[src/rtl/mersenne_twister_64_assert.svh]
// Assertion macros used by the controller of the generator.
`ifndef MERSENNE_TWISTER_64_ASSERT_SVH
`define MERSENNE_TWISTER_64_ASSERT_SVH

// Same-cycle implication.
`define MT64_ASSERT(lbl, clk, rst, ante, cons, msg) \
   lbl: assert property (@(posedge clk) disable iff (rst) (ante) |-> (cons)) \
      else $error(msg);

// Next-cycle implication.
`define MT64_ASSERT_NEXT(lbl, clk, rst, ante, cons, msg) \
   lbl: assert property (@(posedge clk) disable iff (rst) (ante) |=> (cons)) \
      else $error(msg);

`endif

[src/rtl/mt64_pkg.sv]
`default_nettype none
package mt64_pkg;

   // Table geometry
   localparam int STATE_WORDS = 312;
   localparam int KEY_WORDS   = 16;
   localparam int HALF_WORDS  = STATE_WORDS / 2;
   localparam int KEY_STEPS   = (STATE_WORDS > KEY_WORDS) ? STATE_WORDS : KEY_WORDS;

   localparam int IDX_W  = $clog2(STATE_WORDS);
   localparam int RIDX_W = $clog2(STATE_WORDS + 1);
   localparam int KCNT_W = $clog2(KEY_WORDS + 1);
   localparam int KIDX_W = (KEY_WORDS > 1) ? $clog2(KEY_WORDS) : 1;
   localparam int STEP_W = $clog2(KEY_STEPS + 1);
   localparam int KIND_W = 2;

   // Item kinds
   localparam logic [KIND_W-1:0] KIND_SEED = 2'd0;
   localparam logic [KIND_W-1:0] KIND_KEY  = 2'd1;
   localparam logic [KIND_W-1:0] KIND_DRAW = 2'd2;

   // Algorithm constants
   localparam logic [63:0] SEED_MULT    = 64'd6364136223846793005;
   localparam logic [63:0] KEY_MULT     = 64'd3935559000370003845;
   localparam logic [63:0] MIX_MULT     = 64'd2862933555777941757;
   localparam logic [63:0] ARRAY_SEED   = 64'd19650218;
   localparam logic [63:0] TOP_BIT      = 64'h8000000000000000;
   localparam logic [63:0] UPPER_MASK   = 64'hFFFFFFFF80000000;
   localparam logic [63:0] LOWER_MASK   = 64'h000000007FFFFFFF;
   localparam logic [63:0] TWIST_MATRIX = 64'hB5026F5AA96619E9;
   localparam logic [63:0] TEMPER_B     = 64'h5555555555555555;
   localparam logic [63:0] TEMPER_C     = 64'h71D67FFFEDA60000;
   localparam logic [63:0] TEMPER_D     = 64'hFFF7EEE000000000;

   // Multiplier phases
   localparam logic [2:0] MUL_NONE = 3'd0;
   localparam logic [2:0] MUL_P0   = 3'd1;
   localparam logic [2:0] MUL_P1   = 3'd2;
   localparam logic [2:0] MUL_P2   = 3'd3;
   localparam logic [2:0] MUL_P3   = 3'd4;

   // Multiplier constant and finish-step select
   localparam logic [1:0] CSEL_SEED = 2'd0;
   localparam logic [1:0] CSEL_KEY  = 2'd1;
   localparam logic [1:0] CSEL_MIX  = 2'd2;

   // Table write data select
   localparam logic [2:0] WSEL_VALUE  = 3'd0;
   localparam logic [2:0] WSEL_ARRAY  = 3'd1;
   localparam logic [2:0] WSEL_RESULT = 3'd2;
   localparam logic [2:0] WSEL_PREV   = 3'd3;
   localparam logic [2:0] WSEL_TOP    = 3'd4;
   localparam logic [2:0] WSEL_TWIST  = 3'd5;

   // Previous-word register select
   localparam logic [1:0] PSEL_HOLD   = 2'd0;
   localparam logic [1:0] PSEL_VALUE  = 2'd1;
   localparam logic [1:0] PSEL_ARRAY  = 2'd2;
   localparam logic [1:0] PSEL_RESULT = 2'd3;

   // Controller to datapath commands
   typedef struct packed {
      logic              rd_a_en;
      logic [IDX_W-1:0]  rd_a_addr;
      logic              rd_b_en;
      logic [IDX_W-1:0]  rd_b_addr;
      logic              wr_en;
      logic [IDX_W-1:0]  wr_addr;
      logic [2:0]        wr_sel;
      logic [1:0]        prev_sel;
      logic [2:0]        mul_op;
      logic [1:0]        csel;
      logic [KIDX_W-1:0] key_idx;
      logic              key_wr_en;
      logic              cur_load;
      logic              out_load;
   } cmd_type;

endpackage
`default_nettype wire

[src/rtl/mt64_ctrl.sv]
`default_nettype none
`include "mersenne_twister_64_assert.svh"
module mt64_ctrl (
   input  wire logic                      clock,
   input  wire logic                      reset,
   input  wire logic                      req_valid,
   output logic                           req_ready,
   input  wire logic [mt64_pkg::KIND_W-1:0] req_kind,
   input  wire logic                      req_last_key,
   output logic                           rsp_valid,
   input  wire logic                      rsp_ready,
   output mt64_pkg::cmd_type              cmd
);
   import mt64_pkg::*;

   localparam logic [3:0] S_IDLE     = 4'd0;
   localparam logic [3:0] S_M0       = 4'd1;
   localparam logic [3:0] S_M1       = 4'd2;
   localparam logic [3:0] S_M2       = 4'd3;
   localparam logic [3:0] S_M3       = 4'd4;
   localparam logic [3:0] S_FIN      = 4'd5;
   localparam logic [3:0] S_KRD      = 4'd6;
   localparam logic [3:0] S_WRAP     = 4'd7;
   localparam logic [3:0] S_TOP      = 4'd8;
   localparam logic [3:0] S_TW_PRE   = 4'd9;
   localparam logic [3:0] S_TW_LD    = 4'd10;
   localparam logic [3:0] S_TW_RD    = 4'd11;
   localparam logic [3:0] S_TW_WR    = 4'd12;
   localparam logic [3:0] S_DRAW_RD  = 4'd13;
   localparam logic [3:0] S_DRAW_OUT = 4'd14;

   localparam logic [1:0] MODE_SEED = 2'd0;
   localparam logic [1:0] MODE_KEY  = 2'd1;
   localparam logic [1:0] MODE_MIX  = 2'd2;
   localparam logic [1:0] MODE_DONE = 2'd3;

   localparam logic [IDX_W-1:0] LAST_POS = IDX_W'(STATE_WORDS - 1);

   logic [3:0]        state_ff, state_in;
   logic [1:0]        mode_ff, mode_in;
   logic [IDX_W-1:0]  pos_ff, pos_in;
   logic [STEP_W-1:0] step_ff, step_in;
   logic [KIDX_W-1:0] kidx_ff, kidx_in;
   logic [KCNT_W-1:0] nkeys_ff, nkeys_in;
   logic [KCNT_W-1:0] key_count_ff, key_count_in;
   logic [RIDX_W-1:0] read_index_ff, read_index_in;
   logic              keys_pending_ff, keys_pending_in;
   logic              rsp_valid_ff, rsp_valid_in;
   logic [KCNT_W-1:0] count_next, kidx_inc;
   logic              out_free;

   assign out_free = !rsp_valid_ff || rsp_ready;
   assign kidx_inc = KCNT_W'(kidx_ff) + KCNT_W'(1);

   // Next-state and command decode
   always_comb begin
      state_in        = state_ff;
      mode_in         = mode_ff;
      pos_in          = pos_ff;
      step_in         = step_ff;
      kidx_in         = kidx_ff;
      nkeys_in        = nkeys_ff;
      key_count_in    = key_count_ff;
      read_index_in   = read_index_ff;
      keys_pending_in = keys_pending_ff;
      rsp_valid_in    = rsp_valid_ff && !rsp_ready;
      count_next      = key_count_ff;
      req_ready       = 1'b0;
      cmd             = '0;
      cmd.csel        = (mode_ff == MODE_KEY) ? CSEL_KEY :
                        (mode_ff == MODE_MIX) ? CSEL_MIX : CSEL_SEED;
      cmd.key_idx     = kidx_ff;

      unique case (state_ff)
         S_IDLE: begin
            req_ready = 1'b1;
            if (req_valid) begin
               case (req_kind)
                  KIND_SEED: begin
                     cmd.wr_en       = 1'b1;
                     cmd.wr_addr     = '0;
                     cmd.wr_sel      = WSEL_VALUE;
                     cmd.prev_sel    = PSEL_VALUE;
                     pos_in          = IDX_W'(1);
                     mode_in         = MODE_SEED;
                     read_index_in   = RIDX_W'(STATE_WORDS);
                     keys_pending_in = 1'b0;
                     state_in        = S_M0;
                  end
                  KIND_KEY: begin
                     if (key_count_ff < KCNT_W'(KEY_WORDS)) begin
                        cmd.key_wr_en = 1'b1;
                        cmd.key_idx   = key_count_ff[KIDX_W-1:0];
                        count_next    = key_count_ff + KCNT_W'(1);
                     end
                     key_count_in = count_next;
                     if (req_last_key) begin
                        key_count_in    = '0;
                        nkeys_in        = (count_next == '0) ? KCNT_W'(1) : count_next;
                        cmd.wr_en       = 1'b1;
                        cmd.wr_addr     = '0;
                        cmd.wr_sel      = WSEL_ARRAY;
                        cmd.prev_sel    = PSEL_ARRAY;
                        pos_in          = IDX_W'(1);
                        mode_in         = MODE_SEED;
                        read_index_in   = RIDX_W'(STATE_WORDS);
                        keys_pending_in = 1'b1;
                        state_in        = S_M0;
                     end
                  end
                  KIND_DRAW: begin
                     if (read_index_ff >= RIDX_W'(STATE_WORDS)) begin
                        pos_in   = '0;
                        state_in = S_TW_PRE;
                     end else begin
                        state_in = S_DRAW_RD;
                     end
                  end
                  default: ;
               endcase
            end
         end
         S_M0: begin
            cmd.mul_op = MUL_P0;
            state_in   = S_M1;
         end
         S_M1: begin
            cmd.mul_op = MUL_P1;
            state_in   = S_M2;
         end
         S_M2: begin
            cmd.mul_op = MUL_P2;
            state_in   = S_M3;
         end
         S_M3: begin
            cmd.mul_op = MUL_P3;
            state_in   = S_FIN;
         end
         S_FIN: begin
            cmd.wr_en    = 1'b1;
            cmd.wr_addr  = pos_ff;
            cmd.wr_sel   = WSEL_RESULT;
            cmd.prev_sel = PSEL_RESULT;
            if (mode_ff == MODE_SEED) begin
               if (pos_ff == LAST_POS) begin
                  if (keys_pending_ff) begin
                     // table seeded; start mixing in the key words
                     keys_pending_in = 1'b0;
                     mode_in         = MODE_KEY;
                     pos_in          = IDX_W'(1);
                     cmd.prev_sel    = PSEL_ARRAY;
                     kidx_in         = '0;
                     step_in         = STEP_W'(KEY_STEPS);
                     state_in        = S_KRD;
                  end else begin
                     state_in = S_IDLE;
                  end
               end else begin
                  pos_in   = pos_ff + IDX_W'(1);
                  state_in = S_M0;
               end
            end else begin
               if (mode_ff == MODE_KEY) begin
                  kidx_in = (kidx_inc >= nkeys_ff) ? '0 : kidx_inc[KIDX_W-1:0];
               end
               step_in = step_ff - STEP_W'(1);
               if (step_ff == STEP_W'(1)) begin
                  if (mode_ff == MODE_KEY) begin
                     mode_in = MODE_MIX;
                     step_in = STEP_W'(STATE_WORDS - 1);
                  end else begin
                     mode_in = MODE_DONE;
                  end
               end
               if (pos_ff == LAST_POS) begin
                  state_in = S_WRAP;
               end else begin
                  pos_in   = pos_ff + IDX_W'(1);
                  state_in = (mode_in == MODE_DONE) ? S_TOP : S_KRD;
               end
            end
         end
         S_WRAP: begin
            // entry 0 takes the last entry, position restarts at 1
            cmd.wr_en   = 1'b1;
            cmd.wr_addr = '0;
            cmd.wr_sel  = WSEL_PREV;
            pos_in      = IDX_W'(1);
            state_in    = (mode_ff == MODE_DONE) ? S_TOP : S_KRD;
         end
         S_KRD: begin
            cmd.rd_a_en   = 1'b1;
            cmd.rd_a_addr = pos_ff;
            state_in      = S_M0;
         end
         S_TOP: begin
            cmd.wr_en   = 1'b1;
            cmd.wr_addr = '0;
            cmd.wr_sel  = WSEL_TOP;
            state_in    = S_IDLE;
         end
         S_TW_PRE: begin
            cmd.rd_a_en   = 1'b1;
            cmd.rd_a_addr = '0;
            state_in      = S_TW_LD;
         end
         S_TW_LD: begin
            cmd.cur_load = 1'b1;
            state_in     = S_TW_RD;
         end
         S_TW_RD: begin
            cmd.rd_a_en   = 1'b1;
            cmd.rd_a_addr = (pos_ff == LAST_POS) ? '0 : pos_ff + IDX_W'(1);
            cmd.rd_b_en   = 1'b1;
            cmd.rd_b_addr = (pos_ff >= IDX_W'(HALF_WORDS)) ? pos_ff - IDX_W'(HALF_WORDS)
                                                           : pos_ff + IDX_W'(HALF_WORDS);
            state_in      = S_TW_WR;
         end
         S_TW_WR: begin
            cmd.wr_en    = 1'b1;
            cmd.wr_addr  = pos_ff;
            cmd.wr_sel   = WSEL_TWIST;
            cmd.cur_load = 1'b1;
            if (pos_ff == LAST_POS) begin
               read_index_in = '0;
               state_in      = S_DRAW_RD;
            end else begin
               pos_in   = pos_ff + IDX_W'(1);
               state_in = S_TW_RD;
            end
         end
         S_DRAW_RD: begin
            cmd.rd_a_en   = 1'b1;
            cmd.rd_a_addr = read_index_ff[IDX_W-1:0];
            state_in      = S_DRAW_OUT;
         end
         S_DRAW_OUT: begin
            if (out_free) begin
               cmd.out_load  = 1'b1;
               rsp_valid_in  = 1'b1;
               read_index_in = read_index_ff + RIDX_W'(1);
               state_in      = S_IDLE;
            end
         end
         default: state_in = S_IDLE;
      endcase
   end

   // Control registers
   always_ff @(posedge clock) begin
      if (reset) begin
         state_ff        <= S_IDLE;
         mode_ff         <= MODE_SEED;
         pos_ff          <= '0;
         step_ff         <= '0;
         kidx_ff         <= '0;
         nkeys_ff        <= KCNT_W'(1);
         key_count_ff    <= '0;
         read_index_ff   <= RIDX_W'(STATE_WORDS);
         keys_pending_ff <= 1'b0;
         rsp_valid_ff    <= 1'b0;
      end else begin
         state_ff        <= state_in;
         mode_ff         <= mode_in;
         pos_ff          <= pos_in;
         step_ff         <= step_in;
         kidx_ff         <= kidx_in;
         nkeys_ff        <= nkeys_in;
         key_count_ff    <= key_count_in;
         read_index_ff   <= read_index_in;
         keys_pending_ff <= keys_pending_in;
         rsp_valid_ff    <= rsp_valid_in;
      end
   end

   assign rsp_valid = rsp_valid_ff;

   `MT64_ASSERT(a_pos_range, clock, reset, 1'b1, pos_ff < IDX_W'(STATE_WORDS), "table position out of range")
   `MT64_ASSERT(a_key_count, clock, reset, 1'b1, key_count_ff <= KCNT_W'(KEY_WORDS), "key count overflow")
   `MT64_ASSERT(a_draw_no_write, clock, reset, (state_ff == S_DRAW_RD) || (state_ff == S_DRAW_OUT), !cmd.wr_en, "draw wrote the state table")
   `MT64_ASSERT_NEXT(a_draw_issue, clock, reset, (state_ff == S_DRAW_OUT) && out_free, rsp_valid_ff && (read_index_ff == $past(read_index_ff) + RIDX_W'(1)), "draw did not present a word")

endmodule
`default_nettype wire
[config.mk]
export PLATFORM = sky130hd
export DESIGN_NAME = mt64_ctrl
export DESIGN_NICKNAME = d
export VERILOG_FILES = /design/src/rtl/mt64_pkg.sv /design/src/rtl/mt64_ctrl.sv
export VERILOG_INCLUDE_DIRS = /design/src /design/src/rtl
export SDC_FILE = /design/constraint.sdc
export NUM_CORES = 1
export LEC_CHECK = 0
export ABC_CLOCK_PERIOD_IN_PS = 2300
export BUFFER_PORTS_ARGS = -buffer_cell sky130_fd_sc_hd__buf_2
export CAP_MARGIN = 10
export CORE_MARGIN = 4
export CORE_UTILIZATION = 35
export DETAILED_ROUTE_END_ITERATION = 10
export GPL_TIMING_DRIVEN = 1
export PLACE_DENSITY = 0.52
export SYNTH_ARGS = -nofsm -noshare
export SYNTH_HDL_FRONTEND = slang
export SYNTH_SLANG_ARGS = --single-unit
[constraint.sdc]
create_clock -name clock -period 2.3 [get_ports clock]
set_input_delay 0.23 -clock clock [delete_from_list [all_inputs] [get_ports clock]]
set_output_delay 0.23 -clock clock [all_outputs]
set_load 0.02 [all_outputs]
==> results of run 1 <==
==> final cells by class <==
type / count / share of cell area, %
Clock buffer: 5 / 1.36
Clock inverter: 3 / 0.967
Inverter: 27 / 2.16
Multi-Input combinational cell: 411 / 55.5
Sequential cell: 49 / 19.7
Tap cell: 140 / 3.47
Timing Repair Buffer: 119 / 16.8
==> power groups by stage <==
stage / combinational (W) / sequential (W) / clock, W
4_1_cts: 0.000967 / 0.000983 / 0.000685
5_1_grt: 0.00112 / 0.000992 / 0.000723
3_5_place_dp: 0.000956 / 0.000997 / 0
6_report: 0.00104 / 0.000985 / 0.000672
2_1_floorplan: 0.000649 / 0.000952 / 0
3_3_place_gp: 0.000957 / 0.000997 / 0
==> through the flow <==
stage,hold WS [ps],worst slack (ps)
2_1_floorplan,373,8.14
3_3_place_gp,466,208
3_5_place_dp,463,119
4_1_cts,201,-8.85
5_1_grt,207,-47.7
6_report,198,72.8
==> cells in the mapped netlist (all sizes together) (12+ instances only) <==
master   n
o21ai   35
buf     13
inv     26
ha      23
a21oi   41
nand2   35
nor2b   12
nand3   23
dfxtp   49
nor3    26
nor2    53
and3    14
clkbuf  23
==> worst max path at each step <==
stage,endpoint,cells after the start,from
after global routing,cmd[37],9,pos_ff[3]$_SDFFE_PP0P_
after global placement,kidx_ff[2]$_SDFFE_PP0P_,9,kidx_ff[0]$_SDFFE_PP0P_
final,cmd[6],6,state_ff[2]$_SDFFE_PP0P_
after floorplan,cmd[3],5,state_ff[2]$_SDFFE_PP0P_
after detailed placement,kidx_ff[2]$_SDFFE_PP0P_,9,kidx_ff[0]$_SDFFE_PP0P_
after CTS,cmd[39],8,pos_ff[0]$_SDFFE_PP0P_
==> metal layers <==
layer | vias up | track usage [%] | part of all wire [%]
li1 | 2095 | - | -
met1 | 2034 | 27.2 | 47
met2 | 149 | 30.2 | 45
met3 | 21 | 3.40 | 6.2
met4 | 0 | 6.10 | 1.8
met5 | - | 0 | 0
==> state kept, by name (all words and copies together) (netlist names) <==
register,count
kidx_ff,4
read_index_ff,9
mode_ff,2
step_ff,9
rsp_valid,1
keys_pending_ff,1
pos_ff,9
nkeys_ff,5
state_ff,4
key_count_ff,5
==> kinds of logic after synthesis <==
| logic type | share of synthesized area, % |
|---|---|
| AND/OR/NAND/NOR | 28.8 |
| AO/OA/AOI/OAI | 26.9 |
| buffers and inverters | 6.87 |
| flip-flops | 25.0 |
| XOR/XNOR | 2.91 |
| multiplexers | 2.20 |
| adder cells (fa/ha/maj) | 7.35 |
==> tightest hold or removal path, delay by kind of cell <==
family                 cells  cell delay (ps)
buffers and inverters      1               80
AO/OA/AOI/OAI              1               60
AND/OR/NAND/NOR            1              100
==> what timing repair did <==
action,4_1_cts,5_1_grt
setup buffers,3,15
pin swaps,0,12
gates resized for setup,17,46
setup endpoints to repair,16,19
hold endpoints to repair,0,0
==> flow_summary_export.csv, run 1 <==
group,metric,value,unit
status,status,"completed",
sta,rsz0062_at_grt,"true",
hold_path,hp-start,"rsp_ready",
synth,synth_fp_nets,553,
worst_setup_path,crit_type,"reg2out",
route,initialDrtViolationCount,312,
placed_design,dp.cells,728,
route,postRouteWirelength,12900,µm
synth,yosysWarnings,0,
synth,synthesis.area,3920,µm²
route,drt-pass1-iter-count,4,
final_layout,stdcell_count,754,
final_layout,final_common_cell,"buf_4",
clock_tree,cts_max_path_buffers,2,
final_layout,fillers,1075,
synth,synth_cell_type_count,70,
final_layout,register_area,995,µm²
floorplanning,core_area,10900,µm²
worst_setup_path,rrSetupSlack,110,ps
synth,synth_area_leaders,"dfxtp_1 (25%), ha_1 (7.3%), a21oi_1 (5.1%), nor2_1 (5.0%), o21ai_0 (4.5%)",
floorplanning,fp.dieH,114,µm
worst_setup_path,path_buf_inv,2,
floorplanning,pin_count,56,
pwr,p_comb_share,38.6,%
clock_tree,root_buffer,"clkbuf_8",
synth,synth-seq-cells,49,
route,ant_nets,0,
worst_setup_path,path_delay_family,"simple AND/OR/NAND/NOR gates",
clock_tree,path_clk_slew,100,ps
route,wire_per_inst,17.1,µm
route,avgViaCountPerCell,5.70,
worst_setup_path,reg2regPathDepth,10,
grt,grt_pass1_wl,20600,µm
worst_setup_path,required,2070,ps
placed_design,io_buffers,55,
final_layout,multi_input_area,2800,µm²
worst_setup_path,cp_max_fo,8,
sta,max_slew.worst_pin.slew,656,ps
sta,max_freq,449,MHz
sta,min_period_over_period,96.8,%
route,remaining_drc_errors,0,
synth,synth_cells,523,
synth,synth_edf_count,0,
final_layout,syn_to_final_growth,28.8,%
pwr,ir_worst_vdd,0.357,mV
final_layout,fin_area,5050,µm²
clock_tree,holdBufCountCts,0,
clock_tree,cts_tree,"done",
clock_tree,cts_buffers,5,
worst_setup_path,reg2reg_from,"pos_ff[0]$_SDFFE_PP0P_",
final_layout,final_nets,643,
pwr,seq_power_share,36.5,%
sta,setup_violations,0,
floorplanning,dieArea,12900,µm²
final_layout,antenna_cells,0,
clock_tree,htreeDepth,2,
worst_setup_path,cp-end-kind,"output pin",
synth,synth_top_flop_cell,"dfxtp_1",
grt,grt_pass1_vias,4124,
floorplanning,fp.dieW,114,µm
pwr,power_density,535,nW/µm²
synth,synth_top_cell_area_share,25.0,%
final_layout,final_cell_mix,"buf_4 (54), buf_2 (50), nor2_1 (48)",
synth,seq_area_frac_synth,25.0,%
worst_setup_path,path_cells,"nor4_4 -> buf_6 -> nand3_2 -> nor2_4 -> mux2_2 -> buf_2",
floorplanning,start_util,36.0,%
pwr,power,0.00270,W
worst_setup_path,slowest_delay,370,ps
synth,yosysTopAreaCell,"dfxtp_1",
placed_design,place_area,4560,µm²
worst_setup_path,cpMaxStageDelayCell,"dfxtp_4",
synth,async_flop_share,0,%
grt,antenna_found_initial,0,
floorplanning,fp-row-count,38,
clock_tree,cts_num_sinks,49,
placed_design,gp_congestion,0.941,
grt,gr-total-overflow,0,
synth,avgSynthCellArea,7.49,µm²
sta,finalCriticalPeriod,2230,ps
final_layout,drive_above_1_share,29.6,%
sta,tns,0,ps
pwr,net-switching-power,0.00104,W
grt,grt_usage,19.3,%
placed_design,post-dp-hpwl,9300,µm
final_layout,postLayoutCoreUtil,46.3,%
pwr,power.internal,0.00166,W
grt,grt_max_degree,32,
pwr,swShare,38.6,%
pwr,clockPowerShare,24.9,%
clock_tree,clk_latency,330,ps
hold_path,holdPathEnd,"rsp_valid$_SDFF_PP0_",
hold_path,min_path_type,"in2reg",
flow_run,maxCapViolations,0,
worst_setup_path,cp_data_arrival_time,2000,ps
sta,skew,14.8,ps
sta,hold_viol_final,0,
sta,maxSlewViolCount,0,
worst_setup_path,worstSetupStartpointType,"flip-flop",
hold_path,holdPathStages,3,
worst_setup_path,r2r_end,"step_ff[3]$_SDFFE_PP0P_",
route,vias,4299,
sta,maxSlewHeadroom,56.2,%
pwr,power.leakage,2.09,nW
(Power assumes the default switching activity.)
==> run 2, diff against run 1 <==
ABC_CLOCK_PERIOD_IN_PS = 2100   (was 2300)
PLACE_DENSITY = 0.5   (was 0.52)
clock period = 2.1 ns   (was 2.3 ns; I/O delays follow)
==> run 2 against run 1 <==
Effect of this change:
- the flow now finishes with violations (negative setup slack)
- sequential power up 8%
- sequential cell count unchanged
- clock skew up 4.6 ps
- hold slack worse by 10 ps
- clock power up 14%
- critical path type unchanged
- critical endpoint is now cmd[33]
==> flow_summary_export.csv, run 2 (synthesis gave the netlist of run 1 again) <==
group,metric,value,unit
grt,antenna_found_initial,0,
final_layout,final_common_cell,"buf_4",
flow_run,maxCapViolations,0,
worst_setup_path,slowest_delay,330,ps
pwr,net-switching-power,0.00125,W
grt,grt_max_degree,44,
final_layout,reg_top3,"pos_ff: 9 flops, read_index_ff: 9 flops, step_ff: 9 flops",
sta,setup_slack,-103,ps
route,vias,4501,
worst_setup_path,crit_path_end,"cmd[33]",
worst_setup_path,cp-startpoint,"pos_ff[3]$_SDFFE_PP0P_",
placed_design,post-dp-hpwl,9480,µm
sta,finalCriticalPeriod,2200,ps
floorplanning,fp-row-count,38,
route,postRouteWirelength,14000,µm
grt,grt_pass1_wl,21500,µm
floorplanning,start_util,36.0,%
pwr,swShare,37.0,%
worst_setup_path,cp_data_arrival_time,1990,ps
clock_tree,cts_max_path_buffers,2,
worst_setup_path,cp-end-kind,"output pin",
final_layout,stdcell_count,784,
placed_design,io_buffers,55,
pwr,ir_worst_vdd,0.373,mV
worst_setup_path,required,1890,ps
worst_setup_path,cp.depth,9,
worst_setup_path,path_common_cell,"buf_6",
pwr,seq_power_share,31.5,%
sta,max_slew.worst_pin.slew,930,ps
route,initialDrtViolationCount,313,
clock_tree,root_buffer,"clkbuf_8",
clock_tree,clk_latency,320,ps
clock_tree,htreeDepth,2,
final_layout,antenna_cells,0,
sta,skew,19.4,ps
placed_design,pre_cts_slack,-12.6,ps
sta,fin_hold_ws,188,ps
final_layout,postLayoutCoreUtil,52.5,%
floorplanning,dieArea,12900,µm²
worst_setup_path,cpMaxStageDelayCell,"dfxtp_2",
pwr,p_comb_share,45.8,%
worst_setup_path,path_delay_family,"buffers and inverters",
clock_tree,cts_tree,"done",
sta,max_freq,454,MHz
worst_setup_path,reg2reg_from,"pos_ff[1]$_SDFFE_PP0P_",
grt,gr-total-overflow,0,
final_layout,final_nets,673,
worst_setup_path,path_cells,"buf_4 -> buf_6 -> ha_4 -> buf_6 -> a21o_1 -> or3_1 -> a21o_1 -> nand2_1 -> buf_6",
pwr,power.leakage,2.35,nW
clock_tree,holdBufCountCts,0,
clock_tree,cts_buffers,5,
route,avgViaCountPerCell,5.74,
worst_setup_path,rrSetupSlack,-50,ps
status,status,"complete, but fails checks",
sta,setup_violations,16,
sta,min_period_over_period,105,%
grt,grt_usage,20.2,%
floorplanning,pin_count,56,
pwr,power.internal,0.00212,W
sta,maxSlewViolCount,0,
placed_design,gp_congestion,0.940,
route,wire_per_inst,17.9,µm
sta,hold_viol_final,0,
sta,rsz0062_at_grt,"true",
final_layout,syn_to_final_growth,45.9,%
floorplanning,core_area,10900,µm²
worst_setup_path,worstSetupStartpointType,"flip-flop",
route,ant_nets,0,
grt,grt_pass1_vias,4165,
route,drt-pass1-iter-count,7,
hold_path,min_path_type,"in2reg",
floorplanning,fp.dieH,114,µm
pwr,power_density,589,nW/µm²
floorplanning,fp.dieW,114,µm
pwr,clockPowerShare,22.7,%
clock_tree,path_clk_slew,100,ps
final_layout,drive_above_1_share,39.6,%
placed_design,dp.cells,740,
status,violations,"negative setup slack",
final_layout,final_cell_mix,"buf_4 (79), nor2_1 (46), dfxtp_1 (40)",
route,remaining_drc_errors,0,
worst_setup_path,reg2regPathDepth,10,
sta,maxSlewHeadroom,38.0,%
worst_setup_path,path_buf_inv,4,
worst_setup_path,crit_type,"reg2out",
worst_setup_path,r2r_end,"step_ff[3]$_SDFFE_PP0P_",
worst_setup_path,cp_max_fo,6,
clock_tree,cts_num_sinks,49,
## run 2: cell types whose count changed in the layout (fill, tap and decap cells not counted), moves of 6 or more
cell     before  now
buf_4        54   79
o21ai_2       2    8
buf_6        11   30
a21oi_1      38   32
o21ai_0      32   21
buf_2        50   36
## run 2: power groups by stage
stage | registers, W | logic, W | clock network [W]
final | 0.00106 | 0.00154 | 0.000763
after CTS | 0.00106 | 0.00141 | 0.000776
after global placement | 0.00106 | 0.00111 | 0
after floorplan | 0.00104 | 0.000722 | 0
after detailed placement | 0.00107 | 0.00112 | 0
after global routing | 0.00107 | 0.00165 | 0.000812
## run 2: worst min-delay path by stage
stage | start | to | slack [ps] | cells after the start
final | rsp_ready | rsp_valid$_SDFF_PP0_ | 190 | 3
after CTS | rsp_ready | rsp_valid$_SDFF_PP0_ | 180 | 3
after detailed placement | nkeys_ff[0]$_SDFFE_PP1P_ | nkeys_ff[0]$_SDFFE_PP1P_ | 460 | 1
after global routing | rsp_ready | rsp_valid$_SDFF_PP0_ | 190 | 3
after floorplan | reset | state_ff[2]$_SDFFE_PP0P_ | 350 | 2
after global placement | nkeys_ff[0]$_SDFFE_PP1P_ | nkeys_ff[0]$_SDFFE_PP1P_ | 460 | 1
## run 2: layer usage
metal,part of all wire (%),vias up,global-route usage (%)
met1,46,2151,28.3
met5,0,-,0
met3,6.3,20,3.34
met2,46,167,33.3
li1,-,2163,-
met4,1.5,0,3.48
## run 2: final cells by class
| type | count | area, µm² |
|---|---|---|
| Sequential cell | 49 | 1000 |
| Clock buffer | 6 | 82.6 |
| Inverter | 27 | 116 |
| Clock inverter | 2 | 41.3 |
| Timing Repair Buffer | 148 | 1180 |
| Multi-Input combinational cell | 412 | 3120 |
| Tap cell | 140 | 175 |
| Fill cell | 1052 | 5170 |
## run 2: worst min-delay path, stage by stage
cell,delay [ps]
buf_2,80
nand2b_1,110
a21oi_1,60
## run 2: per-stage QoR
stage | setup TNS, ps | instance area [µm²] | total power [W]
floorplan | -100 | 3980 | 0.00177
global placement | 0 | 4710 | 0.00217
detailed placement | -12.6 | 4710 | 0.00218
CTS | -987 | 5280 | 0.00325
global route | -3540 | 5710 | 0.00353
finish | -791 | 5710 | 0.00337
## run 2: what timing repair did
item	in CTS	in global routing
resized for setup	88	76
pin swaps	27	41
hold endpoints to repair	0	0
buffers inserted	17	17
gates cloned	1	2
setup endpoints to repair	34	55
==> run 3, diff against run 2 <==
CTS_BUF_LIST = sky130_fd_sc_hd__clkbuf_2 sky130_fd_sc_hd__clkbuf_4 sky130_fd_sc_hd__clkbuf_8   (was not set)
RECOVER_POWER = 50   (was not set)
==> run 3 against run 2 <==
Effect of this change:
- the flow still finishes with violations (negative setup slack)
- final area fell by 0.33%
- register-to-register slack barely moved
- non-clock buffer count did not move
- count of clock-buffer cells in the layout did not move
- sequential power barely moved
- utilization fell by 0.17 points
- sequential cell count did not move
==> flow_summary_export.csv, run 3 (synthesis gave the netlist of run 1 again) <==
group,metric,value,unit
status,status,"complete, but fails checks",
status,violations,"negative setup slack",
placed_design,gp_congestion,0.940,
pwr,power.leakage,2.31,nW
sta,maxSlewViolCount,0,
placed_design,post-dp-hpwl,9480,µm
clock_tree,htreeDepth,2,
sta,setup_slack,-103,ps
clock_tree,root_buffer,"clkbuf_8",
grt,grtUsageMet1,28.3,%
pwr,power_density,588,nW/µm²
route,remaining_drc_errors,0,
sta,skew,20.2,ps
grt,grt_use_met3,3.34,%
grt,met2_usage,33.3,%
floorplanning,pin_count,56,
sta,fin_hold_ws,188,ps
final_layout,final_nets,673,
final_layout,fillers,1060,
grt,grt_busiest_layer,"met2",
final_layout,register_area,998,µm²
grt,antenna_found_initial,0,
worst_setup_path,cp_data_arrival_time,1990,ps
final_layout,final_common_cell,"buf_4",
final_layout,postLayoutCoreUtil,52.3,%
clock_tree,path_clk_slew,100,ps
floorplanning,fp.dieW,114,µm
grt,grt_usage,20.2,%
clock_tree,clk_latency,320,ps
sta,hold_viol_final,0,
pwr,ir_worst_vdd,0.374,mV
route,drt-pass1-iter-count,6,
final_layout,drive_above_1_share,38.2,%
grt,grt_pass1_wl,21500,µm
clock_tree,holdBufCountCts,0,
clock_tree,cts_tree,"done",
flow_run,maxCapViolations,0,
floorplanning,fp.dieH,114,µm
sta,max_freq,454,MHz
worst_setup_path,slowest_delay,330,ps
final_layout,reg_top3,"pos_ff: 9 flops, read_index_ff: 9 flops, step_ff: 9 flops",
final_layout,syn_to_final_growth,45.4,%
sta,setup_violations,17,
worst_setup_path,reg2regPathDepth,10,
floorplanning,fp-row-count,38,
route,vias,4520,
worst_setup_path,crit_type,"reg2out",
worst_setup_path,required,1890,ps
sta,maxSlewHeadroom,38.4,%
worst_setup_path,cpMaxStageDelayCell,"dfxtp_2",
final_layout,antenna_cells,0,
grt,grt_pass1_vias,4165,
hold_path,holdPathStages,3,
route,wire_per_inst,17.9,µm
route,postRouteWirelength,14000,µm
final_layout,final_cell_mix,"buf_4 (75), nor2_1 (46), dfxtp_1 (41)",
sta,rsz0062_at_grt,"true",
clock_tree,cts_max_path_buffers,2,
worst_setup_path,cp_max_fo,6,
floorplanning,start_util,36.0,%
worst_setup_path,rrSetupSlack,-50,ps
sta,max_slew.worst_pin.slew,925,ps
grt,gr-total-overflow,0,
floorplanning,dieArea,12900,µm²
worst_setup_path,cp-end-kind,"output pin",
route,initialDrtViolationCount,336,
placed_design,io_buffers,55,
clock_tree,cts_buffers,5,
worst_setup_path,path_cells,"buf_4 -> buf_6 -> ha_4 -> buf_6 -> a21o_1 -> or3_1 -> a21o_1 -> nand2_1 -> buf_6",
route,ant_nets,0,
final_layout,multi_input_area,3120,µm²
worst_setup_path,worstSetupStartpointType,"flip-flop",
hold_path,min_path_type,"in2reg",
route,avgViaCountPerCell,5.77,
worst_setup_path,path_common_cell,"buf_6",
sta,min_period_over_period,105,%
grt,grt_max_degree,44,
placed_design,pre_cts_slack,-12.6,ps
sta,finalCriticalPeriod,2200,ps
clock_tree,cts_num_sinks,49,
floorplanning,core_area,10900,µm²
run 3: critical path: cells and delay by family (launching register included):
family	cells	cell delay, ps
buf+inv	4	490
simple gates	2	370
flops	1	330
compound gates	2	320
fa+ha+maj	1	180
run 3: power by group:
part           switching, W  internal (W)  leakage (nW)
Sequential        0.0000717      0.000987         0.401
Combinational      0.000810      0.000716          1.85
Clock              0.000369      0.000397        0.0633
run 3: final timing paths:
| kind | from | to |
|---|---|---|
| worst max-delay path | pos_ff[3]$_SDFFE_PP0P_ | cmd[33] |
| worst min register to register | nkeys_ff[1]$_SDFFE_PP0P_ | nkeys_ff[1]$_SDFFE_PP0P_ |
| worst min-delay path | rsp_ready | rsp_valid$_SDFF_PP0_ |
| worst max register to register | pos_ff[1]$_SDFFE_PP0P_ | step_ff[3]$_SDFFE_PP0P_ |
run 3: layer usage:
metal / share of wire, % / up-vias
met5: 0 / -
met4: 1.6 / 0
met3: 6.0 / 22
met2: 46 / 177
met1: 46 / 2162
li1: - / 2159
run 3: layout make-up:
type | instances | area share, %
Clock buffer | 6 | 1.45
Timing Repair Buffer | 148 | 20.5
Clock inverter | 2 | 0.725
Inverter | 27 | 2.04
Sequential cell | 49 | 17.5
Multi-Input combinational cell | 412 | 54.7
Tap cell | 140 | 3.08
run 3: what timing repair did:
item / in CTS / in global routing
gates cloned: 1 / 2
endpoints found under the setup margin: 34 / 55
resized for setup: 88 / 76
setup buffers: 17 / 17
pin swaps: 27 / 41
run 3: stage by stage:
step                instances  setup TNS (ps)  area [µm²]  power, W
floorplan                 523            -100        3980   0.00177
global placement          740               0        4710   0.00217
detailed placement        740           -12.6        4710   0.00218
CTS                       766            -987        5280   0.00325
global route              784           -4190        5700   0.00351
finish                    784           -1140        5700   0.00335
